===== src/rtl/core/tdf_pkg.sv =====
// tdf_pkg: shared types and constants for the trial division factorizer
// no dependencies; imported by every module under rtl/core
`timescale 1ns / 1ps
package tdf_pkg;
   localparam int ValueWidth  = 16;
   localparam int PrimeCount  = 54;
   localparam int PidxWidth   = 6;
   localparam int MaxFactors  = 6;
   localparam int CountWidth  = 3;
   localparam int ExpWidth    = 4;
   localparam int ExpMax      = 15;
   localparam int QueueDepth  = 2;

   // queued job from the front part to the divider
   typedef struct packed {
      logic [ValueWidth-1:0] value;
      logic                  trivial;
   } job_type;

   // one recorded prime and exponent pair
   typedef struct packed {
      logic [ValueWidth-1:0] prime;
      logic [ExpWidth-1:0]   exponent;
   } factor_type;

   // primes 2..251 that stand in for the sieve
   function automatic logic [7:0] prime_at(input logic [PidxWidth-1:0] idx);
      logic [7:0] p;
      unique case (idx)
         6'd0: p = 8'd2;     6'd1: p = 8'd3;     6'd2: p = 8'd5;     6'd3: p = 8'd7;
         6'd4: p = 8'd11;    6'd5: p = 8'd13;    6'd6: p = 8'd17;    6'd7: p = 8'd19;
         6'd8: p = 8'd23;    6'd9: p = 8'd29;    6'd10: p = 8'd31;   6'd11: p = 8'd37;
         6'd12: p = 8'd41;   6'd13: p = 8'd43;   6'd14: p = 8'd47;   6'd15: p = 8'd53;
         6'd16: p = 8'd59;   6'd17: p = 8'd61;   6'd18: p = 8'd67;   6'd19: p = 8'd71;
         6'd20: p = 8'd73;   6'd21: p = 8'd79;   6'd22: p = 8'd83;   6'd23: p = 8'd89;
         6'd24: p = 8'd97;   6'd25: p = 8'd101;  6'd26: p = 8'd103;  6'd27: p = 8'd107;
         6'd28: p = 8'd109;  6'd29: p = 8'd113;  6'd30: p = 8'd127;  6'd31: p = 8'd131;
         6'd32: p = 8'd137;  6'd33: p = 8'd139;  6'd34: p = 8'd149;  6'd35: p = 8'd151;
         6'd36: p = 8'd157;  6'd37: p = 8'd163;  6'd38: p = 8'd167;  6'd39: p = 8'd173;
         6'd40: p = 8'd179;  6'd41: p = 8'd181;  6'd42: p = 8'd191;  6'd43: p = 8'd193;
         6'd44: p = 8'd197;  6'd45: p = 8'd199;  6'd46: p = 8'd211;  6'd47: p = 8'd223;
         6'd48: p = 8'd227;  6'd49: p = 8'd229;  6'd50: p = 8'd233;  6'd51: p = 8'd239;
         6'd52: p = 8'd241;  6'd53: p = 8'd251;
         default: p = 8'd0;
      endcase
      return p;
   endfunction
endpackage


===== src/rtl/core/trial_division_factorizer_top.sv =====
// trial_division_factorizer_top: prime factorization by trial division
// depends on tdf_pkg, tdf_front, tdf_back
//
//   channel  ports                                                     dir
//   req      req_valid req_stall req_value                             in
//   rsp      rsp_valid rsp_stall rsp_prime_factor rsp_exponent
//            rsp_no_factors rsp_last                                   out
//
// each trial prime is tried by repeated division, one quotient bit a cycle
// in the back part's shift-subtract divider; the result pairs are then
// emitted one per beat
// a two-entry queue lets the front take new values while the back works
// synchronous active-high reset clears control; no clearing pass
`timescale 1ns / 1ps
module trial_division_factorizer_top import tdf_pkg::*; (
   input  logic                  clock,
   input  logic                  reset,
   input  logic                  req_valid,
   output logic                  req_stall,
   input  logic [ValueWidth-1:0] req_value,
   output logic                  rsp_valid,
   input  logic                  rsp_stall,
   output logic [ValueWidth-1:0] rsp_prime_factor,
   output logic [ExpWidth-1:0]   rsp_exponent,
   output logic                  rsp_no_factors,
   output logic                  rsp_last
);
   logic    job_valid, job_take;
   job_type job_data;

   tdf_front u_front (
      .clock, .reset, .req_valid, .req_stall, .req_value,
      .job_valid, .job_take, .job_data
   );

   tdf_back u_back (
      .clock, .reset, .job_valid, .job_take, .job_data,
      .rsp_valid, .rsp_stall, .rsp_prime_factor, .rsp_exponent,
      .rsp_no_factors, .rsp_last
   );
endmodule


===== src/rtl/core/tdf_front.sv =====
// tdf_front: accepts values, flags zero and one, and queues jobs
// depends on tdf_pkg
`timescale 1ns / 1ps
module tdf_front import tdf_pkg::*; (
   input  logic                  clock,
   input  logic                  reset,
   input  logic                  req_valid,
   output logic                  req_stall,
   input  logic [ValueWidth-1:0] req_value,
   output logic                  job_valid,
   input  logic                  job_take,
   output job_type               job_data
);
   job_type    queue_ff [QueueDepth];
   logic       wr_ptr_ff, wr_ptr_in, rd_ptr_ff, rd_ptr_in;
   logic [1:0] fill_ff, fill_in;
   logic       push, pop;

   // two-entry queue between front and back
   assign req_stall = (fill_ff == 2'(QueueDepth));
   assign push      = req_valid && !req_stall;
   assign job_valid = (fill_ff != 2'd0);
   assign pop       = job_valid && job_take;
   assign job_data  = queue_ff[rd_ptr_ff];

   always_comb begin
      wr_ptr_in = push ? !wr_ptr_ff : wr_ptr_ff;
      rd_ptr_in = pop ? !rd_ptr_ff : rd_ptr_ff;
      fill_in   = fill_ff + {1'b0, push} - {1'b0, pop};
   end

   always_ff @(posedge clock) begin
      if (reset) begin
         wr_ptr_ff <= 1'b0;
         rd_ptr_ff <= 1'b0;
         fill_ff   <= 2'd0;
      end else begin
         wr_ptr_ff <= wr_ptr_in;
         rd_ptr_ff <= rd_ptr_in;
         fill_ff   <= fill_in;
      end
   end

   // classify at entry
   always_ff @(posedge clock) begin
      if (push) begin
         queue_ff[wr_ptr_ff].value   <= req_value;
         queue_ff[wr_ptr_ff].trivial <= (req_value <= ValueWidth'(1));
      end
   end

`ifndef NO_ASSERTIONS
   a_fill_max: assert property (@(posedge clock) disable iff (reset)
      fill_ff <= 2'(QueueDepth)) else $error("queue overfilled");
   a_no_push_full: assert property (@(posedge clock) disable iff (reset)
      (fill_ff == 2'(QueueDepth) && !pop) |=> fill_ff == 2'(QueueDepth))
      else $error("full queue lost an entry");
   a_push_grows: assert property (@(posedge clock) disable iff (reset)
      (push && !pop) |=> fill_ff == $past(fill_ff) + 2'd1)
      else $error("push not counted");
`endif
endmodule


===== src/rtl/core/tdf_back.sv =====
// tdf_back: trial division sequencer, factor buffer and result emitter
// depends on tdf_pkg
`timescale 1ns / 1ps
module tdf_back import tdf_pkg::*; (
   input  logic                  clock,
   input  logic                  reset,
   input  logic                  job_valid,
   output logic                  job_take,
   input  job_type               job_data,
   output logic                  rsp_valid,
   input  logic                  rsp_stall,
   output logic [ValueWidth-1:0] rsp_prime_factor,
   output logic [ExpWidth-1:0]   rsp_exponent,
   output logic                  rsp_no_factors,
   output logic                  rsp_last
);
   typedef enum logic [5:0] {
      S_IDLE  = 6'b000001,
      S_CHECK = 6'b000010,
      S_DIV   = 6'b000100,
      S_STEP  = 6'b001000,
      S_EMIT  = 6'b010000,
      S_TRIV  = 6'b100000
   } state_type;

   state_type             state_ff, state_in;
   logic [ValueWidth-1:0] n_ff, n_in;
   logic [PidxWidth-1:0]  pidx_ff, pidx_in;
   logic [ExpWidth-1:0]   exp_ff, exp_in;
   logic [CountWidth-1:0] count_ff, count_in;
   logic [ValueWidth-1:0] quot_ff, quot_in;
   logic [ValueWidth-1:0] rem_ff, rem_in;
   logic [4:0]            bit_ff, bit_in;
   factor_type            buf_ff [MaxFactors];
   logic                  rec_en;
   factor_type            rec_data;
   logic                  out_full_ff;
   logic                  out_load;
   logic [7:0]            p;
   logic [15:0]           psq;
   logic [ValueWidth:0]   trial;
   logic                  done_emit;

   assign p     = prime_at(pidx_ff);
   assign psq   = p * p;
   assign trial = {rem_ff, n_ff[bit_ff[3:0]]} - {{(ValueWidth-7){1'b0}}, p};

   // output register frees when taken
   assign out_load  = !out_full_ff || !rsp_stall;
   assign rsp_valid = out_full_ff;
   assign job_take  = (state_ff == S_IDLE);
   assign done_emit = (count_ff == CountWidth'(1));

   always_comb begin
      state_in = state_ff;
      n_in     = n_ff;
      pidx_in  = pidx_ff;
      exp_in   = exp_ff;
      count_in = count_ff;
      quot_in  = quot_ff;
      rem_in   = rem_ff;
      bit_in   = bit_ff;
      rec_en   = 1'b0;
      rec_data = '{prime: {{(ValueWidth-8){1'b0}}, p}, exponent: exp_ff};
      unique case (state_ff)
         S_IDLE: begin
            if (job_valid) begin
               n_in     = job_data.value;
               pidx_in  = '0;
               exp_in   = '0;
               count_in = '0;
               state_in = job_data.trivial ? S_TRIV : S_CHECK;
            end
         end
         // stop on square above remainder or table end
         S_CHECK: begin
            if ({16'd0, psq} > 32'(n_ff) || pidx_ff == PidxWidth'(PrimeCount)) begin
               if (n_ff > ValueWidth'(1) && count_ff < CountWidth'(MaxFactors)) begin
                  rec_en   = 1'b1;
                  rec_data = '{prime: n_ff, exponent: ExpWidth'(1)};
                  count_in = count_ff + CountWidth'(1);
               end
               state_in = S_EMIT;
            end else begin
               quot_in  = '0;
               rem_in   = '0;
               bit_in   = 5'(ValueWidth - 1);
               state_in = S_DIV;
            end
         end
         // restoring division one bit a cycle
         S_DIV: begin
            if (!trial[ValueWidth]) begin
               rem_in = trial[ValueWidth-1:0];
               quot_in = {quot_ff[ValueWidth-2:0], 1'b1};
            end else begin
               rem_in = {rem_ff[ValueWidth-2:0], n_ff[bit_ff[3:0]]};
               quot_in = {quot_ff[ValueWidth-2:0], 1'b0};
            end
            if (bit_ff == 5'd0) state_in = S_STEP;
            else bit_in = bit_ff - 5'd1;
         end
         S_STEP: begin
            if (rem_ff == '0) begin
               n_in     = quot_ff;
               exp_in   = (exp_ff == ExpWidth'(ExpMax)) ? exp_ff : exp_ff + ExpWidth'(1);
               quot_in  = '0;
               rem_in   = '0;
               bit_in   = 5'(ValueWidth - 1);
               state_in = S_DIV;
            end else begin
               if (exp_ff != '0 && count_ff < CountWidth'(MaxFactors)) begin
                  rec_en   = 1'b1;
                  count_in = count_ff + CountWidth'(1);
               end
               exp_in   = '0;
               pidx_in  = pidx_ff + PidxWidth'(1);
               state_in = S_CHECK;
            end
         end
         S_EMIT: begin
            if (out_load) begin
               count_in = count_ff - CountWidth'(1);
               if (done_emit) state_in = S_IDLE;
            end
         end
         S_TRIV: begin
            if (out_load) state_in = S_IDLE;
         end
         default: state_in = S_IDLE;
      endcase
   end

   always_ff @(posedge clock) begin
      if (reset) begin
         state_ff    <= S_IDLE;
         count_ff    <= '0;
         out_full_ff <= 1'b0;
      end else begin
         state_ff <= state_in;
         count_ff <= count_in;
         if (out_load)
            out_full_ff <= (state_ff == S_EMIT) || (state_ff == S_TRIV);
      end
   end

   always_ff @(posedge clock) begin
      n_ff    <= n_in;
      pidx_ff <= pidx_in;
      exp_ff  <= exp_in;
      quot_ff <= quot_in;
      rem_ff  <= rem_in;
      bit_ff  <= bit_in;
      if (rec_en) buf_ff[count_ff] <= rec_data;
   end

   // result register, newest pair first
   always_ff @(posedge clock) begin
      if (out_load) begin
         if (state_ff == S_TRIV) begin
            rsp_prime_factor <= '0;
            rsp_exponent     <= '0;
            rsp_no_factors   <= 1'b1;
            rsp_last         <= 1'b1;
         end else begin
            rsp_prime_factor <= buf_ff[count_ff - CountWidth'(1)].prime;
            rsp_exponent     <= buf_ff[count_ff - CountWidth'(1)].exponent;
            rsp_no_factors   <= 1'b0;
            rsp_last         <= done_emit;
         end
      end
   end

`ifndef NO_ASSERTIONS
   a_count_max: assert property (@(posedge clock) disable iff (reset)
      count_ff <= CountWidth'(MaxFactors)) else $error("factor count overflow");
   a_emit_nonempty: assert property (@(posedge clock) disable iff (reset)
      state_ff == S_EMIT |-> count_ff != '0) else $error("emit with empty buffer");
   a_take_idle: assert property (@(posedge clock) disable iff (reset)
      (job_take && job_valid) |=> state_ff != S_IDLE) else $error("job dropped");
`endif
endmodule

===== config.mk =====
export PLATFORM = sky130hd
export DESIGN_NAME = trial_division_factorizer_top
export DESIGN_NICKNAME = d
export VERILOG_FILES = /design/src/rtl/core/tdf_pkg.sv /design/src/rtl/core/trial_division_factorizer_top.sv /design/src/rtl/core/tdf_front.sv /design/src/rtl/core/tdf_back.sv
export SDC_FILE = /design/constraint.sdc
export NUM_CORES = 1
export LEC_CHECK = 0
export ABC_AREA = 1
export BUFFER_PORTS_ARGS = -buffer_cell sky130_fd_sc_hd__buf_2
export CAP_MARGIN = 20
export CORE_UTILIZATION = 53
export DETAILED_ROUTE_END_ITERATION = 6
export HOLD_SLACK_MARGIN = 0.1
export PLACE_DENSITY = 0.77
export RECOVER_POWER = 25
export SLEW_MARGIN = 20
export SYNTH_ARGS = -nofsm -noshare
export SYNTH_HDL_FRONTEND = slang
export SYNTH_SLANG_ARGS = --single-unit

===== constraint.sdc =====
create_clock -name clock -period 17.4 [get_ports clock]
set_input_delay 3.48 -clock clock [delete_from_list [all_inputs] [get_ports clock]]
set_output_delay 3.48 -clock clock [all_outputs]
set_load 0.01 [all_outputs]

==> flow_summary_export.csv, run 1 <==
group,metric,value,unit
floorplan,core_box_area,0.0263,mm2
logic_synthesis,synth_compound_gate_area_share,0.0896,
placement,placedInstanceArea,0.0148,mm2
min_path,min-delay-path-class,"flop to flop",
logic_synthesis,synth_area_per_cell,9.43,um2
logic_synthesis,synth_most_common_cell,"nand2_1",
sta,post-route-period-util,0.403,
outcome,outcome,"complete, but fails checks",
route,overall_routed_net_length,30.3,mm
logic_synthesis,netlist.top_cell.by_area,"edfxtp_1",
critical_path,critPathRequiredTime,17.56,ns
logic_synthesis,netlist-cell-type-count,44,
finish,final_cell_area,0.0156,mm2
sta,tightestPinTransition,2.88,ns
cts,post_cts.repair.setup_buffers,0,
logic_synthesis,netlist_area,0.0143,mm2
cts,clock_tree.root_cell,"clkbuf_16",
outcome,violations,"DRC, capacitance limit, slew limit",
floorplan,start_util,0.544,
finish,flow.area_growth_from_synthesis,9.12,%
sta,post_route_skew,0.0197,ns
cts,total_clock_sinks,262,
global_routing,grt_first_pass_wirelength,49.4,mm
logic_synthesis,yosysWarnings,0,
global_routing,grt.total_usage,0.221,
logic_synthesis,synth_commonest_cells,"nand2_1 (296), edfxtp_1 (239), inv_1 (205)",
cts,clk_latency,0.54,ns
logic_synthesis,dominantRegCellSynth,"edfxtp_1",
cts,cts-buffers-inserted,27,
floorplan,io_pins,44,
logic_synthesis,synthTopCellsByArea,"edfxtp_1 (50%), nand2_1 (7.8%), ha_1 (6.6%), inv_1 (5.4%), nor2_1 (5.2%)",
sta,setup_viol_count_final,0,
placement,place.port_buffers,43,
global_routing,grt_remaining_overflow,0,
finish,finalNetCount,1666,
sta,worst_hold_slack,0.451,ns
logic_synthesis,largest_family_of_logic_cells_by_synthesized_area,"simple AND/OR/NAND/NOR gates",
logic_synthesis,synthesis.nets,1639,
global_routing,grt_max_degree,65,
placement,detailed_place_hpwl,21.2,mm
logic_synthesis,synthAdderAreaFrac,0.103,
route,drc,5,
global_routing,first_global_vias,9921,
floorplan,die_w,166,um
floorplan,floorplan.rows,59,
logic_synthesis,synth.yosys.seq_area_share,0.534,
sta,maxClockFrequency,143,MHz
logic_synthesis,mapped_cells,1517,
floorplan,floorplan.die.height,166,um
critical_path,worstSetupEndpointType,"flop",
route,detail_route.vias_per_cell,5.45,
placement,place_congestion,0.907,
flow_run,cap_viol_max_count,3,
logic_synthesis,share_of_synthesized_area_spent_on_multiplexers,0.000700,
sta,timing.setup.tns,0,ns
sta,report.final.slew_viol_count,169,
route,detail_route.first_pass.iterations,7,
cts,holdBufCountCts,0,
critical_path,critical_path_arrival,7.17,ns
cts,clockBufferDepth,3,
logic_synthesis,synth-simple-area-share,0.181,
cts,cts_tree,"built",
sta,fin_crit,7.01,ns
cts,worst_setup_hold_path_clk_slew,0.06,ns
logic_synthesis,async_flop_share,0,
route,average_wire_per_standard_cell,15.9,um
critical_path,start_kind,"flop",
global_routing,grt_antenna_before_repair,0,
cts,cts_repair_resize_count,0,
route,dr.first_iter.drc_count,959,
sta,relSlewSlack,-0.922,
cts,htreeDepth,1,
logic_synthesis,yosys.area_share.xor_xnor,0.0190,
finish,ratio_of_cells_with_drive_above_1_in_the_final_layout,0.0639,
critical_path,worst_path_maximum_fanout,20,
critical_path,setup.worst_path.class,"flop to flop",
route,drt.antenna.violating_nets,0,
logic_synthesis,synth_enable_flop_cells,239,
finish,fill_cell_total_of_the_finished_layout,2168,
sta,grt_setup_unrepaired,"false",
sta,finalHoldViolations,0,
logic_synthesis,yosys_register_bits,262,
route,routed-via-count,10400,
logic_synthesis,synthDominantCellAreaShare,0.502,
finish,antenna_cells_inserted,0,
floorplan,design.die.area,0.0277,mm2
per-stage QoR:
stage | std cells | util | setup WS (ns)
2_1_floorplan | 1517 | - | 9.67
3_3_place_gp | 1849 | 0.563 | 10.71
3_5_place_dp | 1849 | 0.563 | 10.59
4_1_cts | 1899 | 0.596 | 10.56
5_1_grt | 1900 | 0.594 | 9.97
6_report | 1900 | 0.594 | 10.39
state kept, by name (all words and copies together) (netlist names), 2 cells and up, named ones only:
signal                   cells
u_back.bit_ff                5
u_back.exp_ff                4
u_back.n_ff                 16
u_back.rsp_prime_factor     16
u_back.rem_ff               16
u_back.quot_ff              16
u_back.buf_ff              120
u_back.rsp_exponent          4
u_front.queue_ff            34
u_back.state_ff              6
u_back.pidx_ff               6
u_back.count_ff              3
u_front.fill_ff              2
u_back.p                     8
layout by cell type, fill, tap and decap left out, types with 10 or more instances in the layout:
| cell type | synthesis | final |
|---|---|---|
| nand2_1 | 296 | 299 |
| edfxtp_1 | 239 | 239 |
| inv_1 | 205 | 205 |
| nor2_1 | 199 | 195 |
| o21ai_0 | 122 | 123 |
| ha_1 | 76 | 76 |
| nand3_1 | 69 | 70 |
| a21oi_1 | 56 | 56 |
| clkbuf_16 | 0 | 27 |
| clkbuf_1 | 43 | 27 |
| buf_2 | 4 | 27 |
| fa_1 | 26 | 26 |
| a31oi_1 | 25 | 25 |
| dfxtp_1 | 23 | 22 |
| o211ai_1 | 17 | 17 |
| xnor2_1 | 16 | 15 |
| xor2_1 | 15 | 15 |
| nand4_1 | 13 | 14 |
| nor3_1 | 10 | 10 |
cells by family (layout without fill, tap and decap cells):
group	Yosys count	count (layout)
compound gates	235	235
simple gates	621	621
flops	262	262
xor+xnor	31	31
mux	1	1
buf+inv	265	313
fa+ha+maj	102	102
final timing paths:
path | start | to | slack (ns) | cells past startpoint
setup reg to reg | u_back.p[5] | u_back.buf_ff[5][0] | 10.39 | 27
hold / removal | u_front.fill_ff[1] | u_front.fill_ff[1] | 0.45 | 1
setup / recovery | u_back.p[5] | u_back.buf_ff[5][0] | 10.39 | 27
hold reg to reg | u_front.fill_ff[1] | u_front.fill_ff[1] | 0.45 | 1
worst max-delay path, cell delays in order (launching register included):
cell	delay, ns
dfxtp_1	0.56
nand2_1	0.09
inv_1	0.12
fa_1	0.46
fa_1	0.54
inv_1	0.05
fa_1	0.50
fa_1	0.54
inv_1	0.04
ha_1	0.34
nand2_1	0.10
nor4_1	0.21
nor2_1	0.11
o21ai_0	0.39
a21oi_1	0.15
xor2_1	0.15
inv_1	0.06
ha_1	0.29
nand4_1	0.12
nor2_1	0.15
nand2_1	0.06
nand2_1	0.06
nand2_1	0.07
nand2_1	0.09
nand4_1	0.11
nand2_1	0.14
nand2_1	0.16
nor2_2	0.97
layout make-up:
cell class,instances,area [um2],share of cell area
timing repair buffer,54,263,0.0168
sequential,262,7640,0.489
clock buffer,34,712,0.0456
clock inverter,16,166,0.0107
multi-input combinational,990,5630,0.361
inverter,209,785,0.0503
tap,335,419,0.0268
per-layer routing:
| metal | vias to the layer above | global-route usage | routed length [um] |
|---|---|---|---|
| met5 | - | 0 | 0 |
| met4 | 0 | 0.0761 | 993 |
| met3 | 60 | 0.0238 | 1560 |
| li1 | 5099 | - | - |
| met1 | 4878 | 0.295 | 13400 |
| met2 | 319 | 0.377 | 14300 |
Power of run 1 is not shown: default switching activity piles up to over one toggle a cycle in this logic, so the estimate is an artifact.
==> run 2, diff against run 1 <==
==> constraint.sdc (replaced) <==
create_clock -name clock -period 7.2 [get_ports clock]
set_input_delay 1.44 -clock clock [delete_from_list [all_inputs] [get_ports clock]]
set_output_delay 1.44 -clock clock [all_outputs]
set_load 0.01 [all_outputs]
==> run 2 against run 1 <==
Compared with the run above: the run ends with DRC, capacitance limit left; design area rose by 0.22%; wire length is 0.43% lower; non-clock buffer count up 9; die area did not move; setup slack got worse by 9.6 ns; fmax is 9.0% higher; clock skew shrank 0.010 ns.
==> flow_summary_export.csv, run 2 (same netlist as run 1, synthesis figures left out) <==
group,metric,value,unit
min_path,min-delay-path-class,"flop to flop",
cts,htreeDepth,1,
critical_path,critPathRequiredTime,7.41,ns
finish,flow.area_growth_from_synthesis,9.37,%
placement,placedInstanceArea,0.0149,mm2
floorplan,floorplan.die.height,166,um
route,overall_routed_net_length,30.2,mm
global_routing,first_global_vias,9751,
critical_path,timing.critical_path.buf_inv,6,
sta,report.final.slew_viol_count,0,
finish,final_cells,1909,
placement,detailed_place_hpwl,21.2,mm
critical_path,cpLargestDelayFamily,"adder cells",
global_routing,grt.total_usage,0.219,
sta,maxClockFrequency,155,MHz
critical_path,worstSetupEndpointType,"flop",
cts,worst_setup_hold_path_clk_slew,0.06,ns
finish,antenna_cells_inserted,0,
sta,timing.setup.tns,0,ns
critical_path,start_kind,"flop",
finish,layout.cells.most_common_list,"nand2_1 (296), edfxtp_1 (239), inv_1 (205), nor2_1 (195), o21ai_0 (122)",
outcome,outcome,"complete, but fails checks",
cts,clockBufferDepth,3,
sta,grt_setup_unrepaired,"false",
route,dr.first_iter.drc_count,951,
route,routed-via-count,10400,
floorplan,die_w,166,um
finish,largest_register,"u_back.buf_ff",
global_routing,grt_remaining_overflow,0,
sta,relSlewSlack,0.0251,
cts,cts_tree,"built",
outcome,violations,"DRC, capacitance limit",
critical_path,setup.worst_path.class,"flop to flop",
floorplan,start_util,0.544,
finish,ratio_of_cells_with_drive_above_1_in_the_final_layout,0.0743,
finish,final_cell_area,0.0156,mm2
placement,place_congestion,0.948,
cts,clk_latency,0.54,ns
route,detail_route.vias_per_cell,5.45,
route,drc,5,
route,detail_route.first_pass.iterations,7,
route,drt.antenna.violating_nets,0,
floorplan,io_pins,44,
floorplan,design.die.area,0.0277,mm2
floorplan,floorplan.rows,59,
global_routing,grt_antenna_before_repair,0,
critical_path,worst_path_largest_cell_delay,0.54,ns
sta,setup_viol_count_final,0,
finish,layout_commonest_cell,"nand2_1",
critical_path,worst_path_cell_with_the_longest_stage_delay,"dfxtp_1",
cts,cts-buffers-inserted,27,
global_routing,grt_max_degree,65,
sta,tightestPinTransition,1.46,ns
route,average_wire_per_standard_cell,15.8,um
sta,post_route_skew,0.00968,ns
cts,cts_repair_resize_count,0,
cts,post_cts.repair.setup_buffers,0,
sta,fin_crit,6.44,ns
global_routing,grt_first_pass_wirelength,49.0,mm
placement,dp_cells,1857,
flow_run,cap_viol_max_count,1,
sta,post-route-period-util,0.894,
cts,holdBufCountCts,0,
placement,place.port_buffers,43,
sta,finalHoldViolations,0,
finish,largestRegisters,"u_back.buf_ff x120, u_front.queue_ff x34",
finish,finalNetCount,1675,
critical_path,worst_path_maximum_fanout,20,
floorplan,core_box_area,0.0263,mm2
cts,clock_tree.root_cell,"clkbuf_16",
critical_path,cpMostUsedCell,"nand2_1",
cts,total_clock_sinks,262,
finish,largest_reg_flops,120,
critical_path,critical_path_arrival,6.64,ns
[run 2: layer usage]
layer,vias up,track usage,part of all wire
met5,-,0,0
met4,0,0.0837,0.033
met3,57,0.0195,0.056
met2,362,0.372,0.48
met1,4854,0.294,0.43
li1,5124,-,-
[run 2: path summary, 6_finish.rpt]
kind                           from             endpoint  slack, ns  depth (start not counted)
setup / recovery        u_back.p[1]  u_back.buf_ff[3][8]       0.76                         29
hold / removal    u_front.rd_ptr_ff    u_front.rd_ptr_ff       0.46                          1
hold reg to reg   u_front.rd_ptr_ff    u_front.rd_ptr_ff       0.46                          1
setup reg to reg        u_back.p[1]  u_back.buf_ff[3][8]       0.76                         29
[run 2: worst reg2reg max path, delay by kind of cell (launching register included)]
kind | cells | cell delay [ns]
and+or+nand+nor | 14 | 1.50
xor gates and xnor gates | 1 | 0.16
AOI/OAI and AO/OA | 2 | 0.47
adders and majority gates | 6 | 2.65
buffers and inverters | 6 | 0.79
DFF | 1 | 0.54
[run 2: cell type report]
| type | instances | area [um2] |
|---|---|---|
| repair buffers | 63 | 330 |
| inverters | 209 | 785 |
| clock inverters | 16 | 120 |
| well taps | 335 | 419 |
| fillers | 2155 | 10600 |
| multi-input cells | 990 | 5630 |
| clock buffers | 34 | 722 |
| flip-flops and latches | 262 | 7640 |
[run 2: through the flow]
stage / hold slack (ns) / setup slack, ns / util
2_1_floorplan: 0.422 / 0.598 / -
3_3_place_gp: 0.437 / 0.536 / 0.565
3_5_place_dp: 0.453 / 0.389 / 0.565
4_1_cts: 0.460 / 0.372 / 0.597
5_1_grt: 0.494 / 0.296 / 0.595
6_report: 0.462 / 0.764 / 0.595
Power of run 2 is left out for the same reason.
